===== src/sv/vcp_pkg.sv =====
// ----------------------------------------------------------------------------
// VCP capability code extractor: shared package
// Character codes, the search state type, the result type and the hex digit
// decoder used by the parser and the top level.
// ----------------------------------------------------------------------------
`default_nettype none

package vcp_pkg;

  // Width of the nesting depth counter unless the top level is told otherwise.
  localparam int unsigned DEPTH_BITS_DEFAULT = 4;

  // Characters the parser reacts to.
  localparam logic [7:0] CH_NUL   = 8'h00;
  localparam logic [7:0] CH_V     = 8'h76;
  localparam logic [7:0] CH_C     = 8'h63;
  localparam logic [7:0] CH_P     = 8'h70;
  localparam logic [7:0] CH_OPEN  = 8'h28;
  localparam logic [7:0] CH_CLOSE = 8'h29;
  localparam logic [7:0] CH_0     = 8'h30;
  localparam logic [7:0] CH_9     = 8'h39;
  localparam logic [7:0] CH_UC_A  = 8'h41;
  localparam logic [7:0] CH_UC_F  = 8'h46;
  localparam logic [7:0] CH_UC_Z  = 8'h5A;
  localparam logic [7:0] CH_LC_A  = 8'h61;
  localparam logic [7:0] CH_LC_F  = 8'h66;
  localparam logic [7:0] CASE_BIT = 8'h20;
  localparam logic [7:0] HEX_TEN  = 8'd10;

  // Search and parse progress.
  typedef enum logic [2:0] {
    MP_WAIT_V    = 3'd0,
    MP_WAIT_C    = 3'd1,
    MP_WAIT_P    = 3'd2,
    MP_WAIT_OPEN = 3'd3,
    MP_PARSING   = 3'd4,
    MP_HALTED    = 3'd5
  } mp_t;

  typedef struct packed {
    logic       is_hex;
    logic [3:0] value;
  } hex_t;

  typedef struct packed {
    logic       code_valid;
    logic [7:0] code_value;
    logic       code_is_new;
    logic       segment_closed;
    logic       depth_overflow;
  } res_t;

  function automatic logic [7:0] fold_lower(input logic [7:0] c);
    logic [7:0] r;
    r = c;
    if (c >= CH_UC_A && c <= CH_UC_Z) r = c | CASE_BIT;
    return r;
  endfunction

  function automatic hex_t hex_decode(input logic [7:0] c);
    hex_t       h;
    logic [7:0] d;
    h = '0;
    d = '0;
    if (c >= CH_0 && c <= CH_9) begin
      d = c - CH_0;
      h.is_hex = 1'b1;
    end else if (c >= CH_LC_A && c <= CH_LC_F) begin
      d = c - CH_LC_A + HEX_TEN;
      h.is_hex = 1'b1;
    end else if (c >= CH_UC_A && c <= CH_UC_F) begin
      d = c - CH_UC_A + HEX_TEN;
      h.is_hex = 1'b1;
    end
    h.value = d[3:0];
    return h;
  endfunction

endpackage

`default_nettype wire


===== src/sv/vcp_parser.sv =====
// ----------------------------------------------------------------------------
// VCP parser core
// Holds the search and parse state and the seen-map, and works out the result
// for one character in a single pass. State moves only when step is high or rst is set.
// ----------------------------------------------------------------------------
`default_nettype none

module vcp_parser #(
  parameter int unsigned DEPTH_BITS = vcp_pkg::DEPTH_BITS_DEFAULT
) (
  input  wire logic          clk,
  input  wire logic          rst,
  input  wire logic          step,
  input  wire logic [7:0]    char_byte,
  input  wire logic          end_of_string,
  output vcp_pkg::res_t      res
);

  localparam logic [DEPTH_BITS-1:0] DEPTH_MAX = '1;
  localparam logic [DEPTH_BITS-1:0] DEPTH_ONE = DEPTH_BITS'(1);

  vcp_pkg::mp_t          mp, mp_next;
  logic [DEPTH_BITS-1:0] depth, depth_next, depth_dec;
  logic [3:0]            nibble, nibble_next;
  logic                  held, held_next;
  logic                  closed, closed_next;
  logic                  ovf, ovf_next;
  logic [255:0]          seen;
  logic [7:0]            folded;
  vcp_pkg::hex_t         hx;

  always_comb begin
    folded      = vcp_pkg::fold_lower(char_byte);
    hx          = vcp_pkg::hex_decode(char_byte);
    mp_next     = mp;
    depth_next  = depth;
    nibble_next = nibble;
    held_next   = held;
    closed_next = closed;
    ovf_next    = ovf;
    depth_dec   = (depth != '0) ? depth - DEPTH_ONE : depth;
    res         = '0;

    unique case (mp)
      vcp_pkg::MP_WAIT_V: begin
        mp_next = (folded == vcp_pkg::CH_V) ? vcp_pkg::MP_WAIT_C : vcp_pkg::MP_WAIT_V;
      end
      vcp_pkg::MP_WAIT_C: begin
        if (folded == vcp_pkg::CH_C) begin
          mp_next = vcp_pkg::MP_WAIT_P;
        end else begin
          mp_next = (folded == vcp_pkg::CH_V) ? vcp_pkg::MP_WAIT_C : vcp_pkg::MP_WAIT_V;
        end
      end
      vcp_pkg::MP_WAIT_P: begin
        if (folded == vcp_pkg::CH_P) begin
          mp_next = vcp_pkg::MP_WAIT_OPEN;
        end else begin
          mp_next = (folded == vcp_pkg::CH_V) ? vcp_pkg::MP_WAIT_C : vcp_pkg::MP_WAIT_V;
        end
      end
      vcp_pkg::MP_WAIT_OPEN: begin
        if (folded == vcp_pkg::CH_OPEN) begin
          mp_next     = vcp_pkg::MP_PARSING;
          depth_next  = DEPTH_ONE;
          held_next   = 1'b0;
          nibble_next = '0;
        end else begin
          mp_next = (folded == vcp_pkg::CH_V) ? vcp_pkg::MP_WAIT_C : vcp_pkg::MP_WAIT_V;
        end
      end
      vcp_pkg::MP_PARSING: begin
        if (char_byte == vcp_pkg::CH_NUL) begin
          // A NUL ends parsing without the list being closed.
          mp_next   = vcp_pkg::MP_HALTED;
          held_next = 1'b0;
        end else if (char_byte == vcp_pkg::CH_OPEN) begin
          held_next = 1'b0;
          if (depth == DEPTH_MAX) begin
            ovf_next = 1'b1;
          end else begin
            depth_next = depth + DEPTH_ONE;
          end
        end else if (char_byte == vcp_pkg::CH_CLOSE) begin
          held_next  = 1'b0;
          depth_next = depth_dec;
          if (depth_dec == '0) begin
            closed_next = 1'b1;
            mp_next     = vcp_pkg::MP_HALTED;
          end
        end else if (hx.is_hex) begin
          // Digits inside nested value lists are skipped.
          if (depth == DEPTH_ONE) begin
            if (held) begin
              res.code_valid  = 1'b1;
              res.code_value  = {nibble, hx.value};
              res.code_is_new = ~seen[{nibble, hx.value}];
              held_next       = 1'b0;
              nibble_next     = '0;
            end else begin
              nibble_next = hx.value;
              held_next   = 1'b1;
            end
          end
        end else begin
          held_next   = 1'b0;
          nibble_next = '0;
        end
      end
      vcp_pkg::MP_HALTED: begin
      end
      default: begin
      end
    endcase

    res.segment_closed = closed_next;
    res.depth_overflow = ovf_next;
  end

  always_ff @(posedge clk) begin
    if (rst || (step && end_of_string)) begin
      mp     <= vcp_pkg::MP_WAIT_V;
      depth  <= '0;
      nibble <= '0;
      held   <= 1'b0;
      closed <= 1'b0;
      ovf    <= 1'b0;
    end else if (step) begin
      mp     <= mp_next;
      depth  <= depth_next;
      nibble <= nibble_next;
      held   <= held_next;
      closed <= closed_next;
      ovf    <= ovf_next;
    end
  end

  // The seen-map is a flag per code; the whole map clears at once after the
  // final character of a string.
  always_ff @(posedge clk) begin
    if (rst || (step && end_of_string)) begin
      seen <= '0;
    end else if (step && res.code_valid) begin
      seen[res.code_value] <= 1'b1;
    end
  end

endmodule

`default_nettype wire


===== src/sv/vcp_capability_code_extractor.sv =====
// Order: an accepted character waits in the input register and is parsed into
// the result register once that register is free.
// Throughput: one character per cycle while result_stall is low; the input
// register can take one more character while a result waits to be taken.
// Reset: synchronous rst empties both registers, returns the search to its
// start and clears the seen-map; the same state clears after end_of_string.
// ----------------------------------------------------------------------------
// VCP capability code extractor
// Finds the vcp( list in a capability string and emits each code byte of the
// top level of that list, flagging codes not seen earlier in the string.
// ----------------------------------------------------------------------------
`default_nettype none

module vcp_capability_code_extractor #(
  parameter int unsigned DEPTH_BITS = vcp_pkg::DEPTH_BITS_DEFAULT
) (
  input  wire logic       clk,
  input  wire logic       rst,
  input  wire logic       item_valid,
  output logic            item_stall,
  input  wire logic [7:0] char_byte,
  input  wire logic       end_of_string,
  output logic            result_valid,
  input  wire logic       result_stall,
  output logic            code_valid,
  output logic [7:0]      code_value,
  output logic            code_is_new,
  output logic            segment_closed,
  output logic            depth_overflow
);

  logic          hold_valid;
  logic [7:0]    hold_char;
  logic          hold_eos;
  logic          advance;
  logic          accept;
  vcp_pkg::res_t res;

  assign advance    = hold_valid && (!result_valid || !result_stall);
  assign item_stall = hold_valid && result_valid && result_stall;
  assign accept     = item_valid && !item_stall;

  always_ff @(posedge clk) begin
    if (rst) begin
      hold_valid <= 1'b0;
    end else if (accept) begin
      hold_valid <= 1'b1;
    end else if (advance) begin
      hold_valid <= 1'b0;
    end
  end

  always_ff @(posedge clk) begin
    if (accept) begin
      hold_char <= char_byte;
      hold_eos  <= end_of_string;
    end
  end

  vcp_parser #(
    .DEPTH_BITS(DEPTH_BITS)
  ) u_parser (
    .clk          (clk),
    .rst          (rst),
    .step         (advance),
    .char_byte    (hold_char),
    .end_of_string(hold_eos),
    .res          (res)
  );

  always_ff @(posedge clk) begin
    if (rst) begin
      result_valid <= 1'b0;
    end else if (advance) begin
      result_valid <= 1'b1;
    end else if (!result_stall) begin
      result_valid <= 1'b0;
    end
  end

  always_ff @(posedge clk) begin
    if (advance) begin
      code_valid     <= res.code_valid;
      code_value     <= res.code_value;
      code_is_new    <= res.code_is_new;
      segment_closed <= res.segment_closed;
      depth_overflow <= res.depth_overflow;
    end
  end

  // The input register only pushes back when the result register is full and
  // held.
  a_stall_cause: assert property (@(posedge clk) disable iff (rst)
    item_stall |-> (hold_valid && result_valid && result_stall))
    else $error("input stalled while the result register could take a beat");

  // An accepted character must be sitting in the input register in the following cycle.
  a_accept_held: assert property (@(posedge clk) disable iff (rst)
    (!$past(rst) && $past(accept)) |-> hold_valid)
    else $error("accepted character lost from the input register");

  // A beat without a code carries a zero code and no new flag.
  a_empty_code: assert property (@(posedge clk) disable iff (rst)
    (result_valid && !code_valid) |-> (code_value == 8'd0 && !code_is_new))
    else $error("code fields set on a beat without a code");

  a_new_needs_code: assert property (@(posedge clk) disable iff (rst)
    (result_valid && code_is_new) |-> code_valid)
    else $error("new-code flag raised without a code");

endmodule

`default_nettype wire


===== config.mk =====
export PLATFORM = sky130hd
export DESIGN_NAME = vcp_capability_code_extractor
export DESIGN_NICKNAME = d
export VERILOG_FILES = /design/src/sv/vcp_pkg.sv /design/src/sv/vcp_parser.sv /design/src/sv/vcp_capability_code_extractor.sv
export SDC_FILE = /design/constraint.sdc
export NUM_CORES = 1
export LEC_CHECK = 0
export ABC_AREA = 1
export BUFFER_PORTS_ARGS = -buffer_cell sky130_fd_sc_hd__buf_4
export CORE_ASPECT_RATIO = 1.75
export CORE_UTILIZATION = 35
export CTS_BUF_LIST = sky130_fd_sc_hd__clkbuf_4 sky130_fd_sc_hd__clkbuf_8 sky130_fd_sc_hd__clkbuf_16
export CTS_CLUSTER_SIZE = 16
export DETAILED_ROUTE_END_ITERATION = 8
export HOLD_SLACK_MARGIN = 0.05
export REMOVE_ABC_BUFFERS = 1
export SLEW_MARGIN = 15
export SYNTH_ARGS = -nofsm -noshare
export SYNTH_HDL_FRONTEND = slang
export SYNTH_SLANG_ARGS = --single-unit

===== constraint.sdc =====
create_clock -name clk -period 6.2 [get_ports clk]
set_input_delay 1.55 -clock clk [delete_from_list [all_inputs] [get_ports clk]]
set_output_delay 1.55 -clock clk [all_outputs]
set_load 0.1 [all_outputs]

==> summary.txt <==
Setup path
  – Crit path kind: reg -> reg
  – Critical Path Most Common Cell: nand3_1
  – CP endpoint kind: flop
  – Data required, critical path: 6.48 ns
  – Crit path cell chain: inv_1, ha_1, inv_1, nand2_1, nand2_1, nand2_1, nand2_2, nand3_4, nand2_4, buf_4, nand2_1, nand3_1, nand3_1, nand3_1, nand3_1, nand3_1, nand3_1, nand3_1, a21oi_1
  – Worst EP arrival: 4.85 ns
  – Crit-path max FO: 57
  – Slowest Stage Delay on Critical Path: 0.75 ns
  – Critical Path Slowest Stage Cell: nand2_4
  – Type of origin of the critical path: flop

Placed design
  – GPL Wtd Cong: 0.885
  – DP HPWL: 23700 um
  – Port-buffer cells: 26
  – DP Area: 13500 um2
  – Pre-CTS setup slack: 1.67 ns
  – Placed Cells: 2144

Global route
  – Largest net degree at the start of global routing: 141
  – Vias in the first global route: 11200
  – Total gr overflow: 0
  – GR Util All Layers: 20.8%
  – First-pass GRT wire length: 62300 um
  – Initial antenna violation count: 0

STA
  – Final Max Slew Viols: 0
  – Setup TNS: 0 ns
  – Achievable Freq: 218 MHz
  – Fin Hold WS: 0.458 ns
  – Final Cycle Share: 73.8%
  – Slew margin rel.: 22.2%
  – Final WS setup: 1.62 ns
  – Final worst path period need: 4.58 ns
  – Number of setup violations in the final report: 0
  – Worst slew pin tran: 1.17 ns
  – RSZ-0062 raised after global routing: false
  – Hold Violations, Final: 0
  – Post-Route Skew: 0.0133 ns

Synthesis
  – Flops & latches, synth: 293
  – Area contributors post-synth: dfxtp_1 42%, nand3_1 13%, a21oi_1 10%, nor2_1 8.4%, nand2_1 6.6%
  – Avg Synthesized Cell Area: 7.50 um2
  – Yosys top cell area share: 41.6%
  – Number of synthesized flops with an enable pin: 21
  – Gate Count Post-Synth: 1747
  – Count of cell types in the netlist: 42
  – Post-synth top area cell: dfxtp_1
  – Cell Area, Synth: 13100 um2
  – Async S/R FF share, synth: 0%
  – Sequential area share after synthesis: 46.4%
  – Synth Flop Type: dfxtp_1
  – Synth warnings: 0

Routing
  – Routed Antenna Nets: 0
  – Drc violations: 0
  – Routed WL per cell: 18.3 um
  – Pre-antenna DRT Iters: 5
  – Initial drt markers: 1328
  – Via count: 12100
  – Final WL: 40100 um
  – Via density: 5.50

CTS
  – Clock buffer depth: 3
  – Post-CTS resize count: 0
  – Clk root buf: clkbuf_16
  – CTS buffer count: 27
  – Clk Latency, worst-skew pair: 0.55 ns
  – Clk sinks: 293
  – Htree depth: 1
  – Hold-fix buffers, CTS: 0
  – Post-CTS setup buffer count: 0
  – CTS tree: done
  – Clk pin slew, worst setup/hold paths: 0.07 ns

Layout
  – N_diodes: 0
  – Layout Area Growth over Synthesis: 9.58%
  – Most frequent cells in the layout: 343 x nand3_1, 291 x nor2_1, 272 x dfxtp_1
  – Most common cell after layout, fill and taps aside: nand3_1
  – Layout cells sized above 1: 9.55%
  – Final std cell area, no fill: 14400 um2
  – Nets: 1720
  – Fin cells: 2192
  – Filler cells: 3770

Floorplan
  – Die Height: 258 um
  – Total core area: 36900 um2
  – Initial core utilization: 35.5%
  – Die Span X: 148 um
  – Std cell rows: 93
  – Top Ports: 27
  – Die ar.: 38200 um2

Power
  – Reg power frac: 49.8%
  – P_int: 2930 uW
  – PD cells: 269 nW/um2
  – Leak pwr: 0.00525 uW
  – Combinational fraction of design power: 6.5%
  – VDD IR max: 228 uV
  – Switching pwr: 926 uW
  – Sw Share: 24.0%
  – Clk pwr share: 43.6%

Job
  – Max-cap violations: 0

Status
  – Status: finished, final reports clean

Hold path
  – HP Class: reg -> reg
-- cell usage after synthesis (2+ instances only) --
cell type	number
a41oi_1	8
nor2_2	14
edfxtp_1	21
nand2_2	7
nor2_4	10
a211oi_1	4
nor3_1	8
dfxtp_1	272
inv_4	2
o21ai_0	16
inv_2	13
nor3b_1	3
nand3_1	343
nand4_1	2
a21oi_1	263
nor2_8	2
o211ai_1	6
or2_2	2
buf_6	4
buf_2	32
nor4_4	3
nand2_1	232
a31oi_1	12
buf_1	14
nor3_4	8
clkbuf_1	54
nand2_4	3
ha_1	8
nor2_1	292
buf_4	18
xor2_1	3
inv_1	58
-- worst max-delay path: cells and delay by family, from the launching register on --
kind	cells	cell delay [ns]
simple gates	14	2.66
buf+inv	3	0.87
flops	1	0.41
fa+ha+maj	1	0.26
compound gates	1	0.07
-- stage by stage --
| stage | power [uW] | util, % |
|---|---|---|
| 3_3_place_gp | 2210 | 36.5 |
| 3_5_place_dp | 2210 | 36.5 |
| 6_report | 3860 | 38.9 |
| 5_1_grt | 3970 | 38.9 |
| 4_1_cts | 3880 | 38.9 |
| 2_1_floorplan | 2120 | - |
-- cell type report --
type	count	area (um2)	share of cell area (%)
flip-flops and latches	293	6080	42.3
repair buffers	46	365	2.54
clock buffers	39	791	5.51
inverters	73	280	1.95
multi-input cells	1258	6160	42.9
well taps	475	594	4.14
clock inverters	8	92.6	0.645
-- kinds of logic (layout without fill, tap and decap cells) --
group	Yosys count	in the layout	synth area share [%]
simple gates	933	933	33.0
xor+xnor	4	4	0.411
flops	293	293	46.4
compound gates	313	313	12.6
buf+inv	196	166	6.79
fa+ha+maj	8	8	0.764
-- state kept, by name (all words and copies together), names as in the netlist --
| register | count |
|---|---|
| code_valid | 1 |
| hold_char | 8 |
| result_valid | 1 |
| u_parser.mp | 3 |
| hold_valid | 1 |
| hold_eos | 1 |
| code_is_new | 1 |
| u_parser.closed | 1 |
| u_parser.depth | 4 |
| depth_overflow | 1 |
| u_parser.nibble | 4 |
| u_parser.ovf | 1 |
| code_value | 8 |
| u_parser.held | 1 |
| u_parser.seen | 256 |
| segment_closed | 1 |
-- power by group through the flow --
stage,combinational (uW),clock [uW],sequential [uW]
after global routing,269,1780,1920
after floorplan,136,0,1990
after CTS,250,1710,1920
after global placement,249,0,1960
after detailed placement,250,0,1960
final,252,1680,1920
-- worst paths after layout --
path / startpoint / end / slack [ns] / cells past startpoint
worst max register to register: hold_char[0]$_DFFE_PP_ / code_is_new$_SDFFCE_PP0P_ / 1.62 / 19
worst min register to register: u_parser.seen[111]$_SDFFE_PP0P_ / u_parser.seen[111]$_SDFFE_PP0P_ / 0.46 / 2
worst max-delay path: hold_char[0]$_DFFE_PP_ / code_is_new$_SDFFCE_PP0P_ / 1.62 / 19
worst min-delay path: u_parser.seen[111]$_SDFFE_PP0P_ / u_parser.seen[111]$_SDFFE_PP0P_ / 0.46 / 2
-- layer usage --
metal / global-route usage [%] / part of all wire (%)
met1: 23.8 / 39
met3: 2.99 / 5.6
met5: 0 / 0
met2: 36.8 / 50
met4: 11.1 / 5.0
No activity file was read; power rests on OpenSTA's default activity.
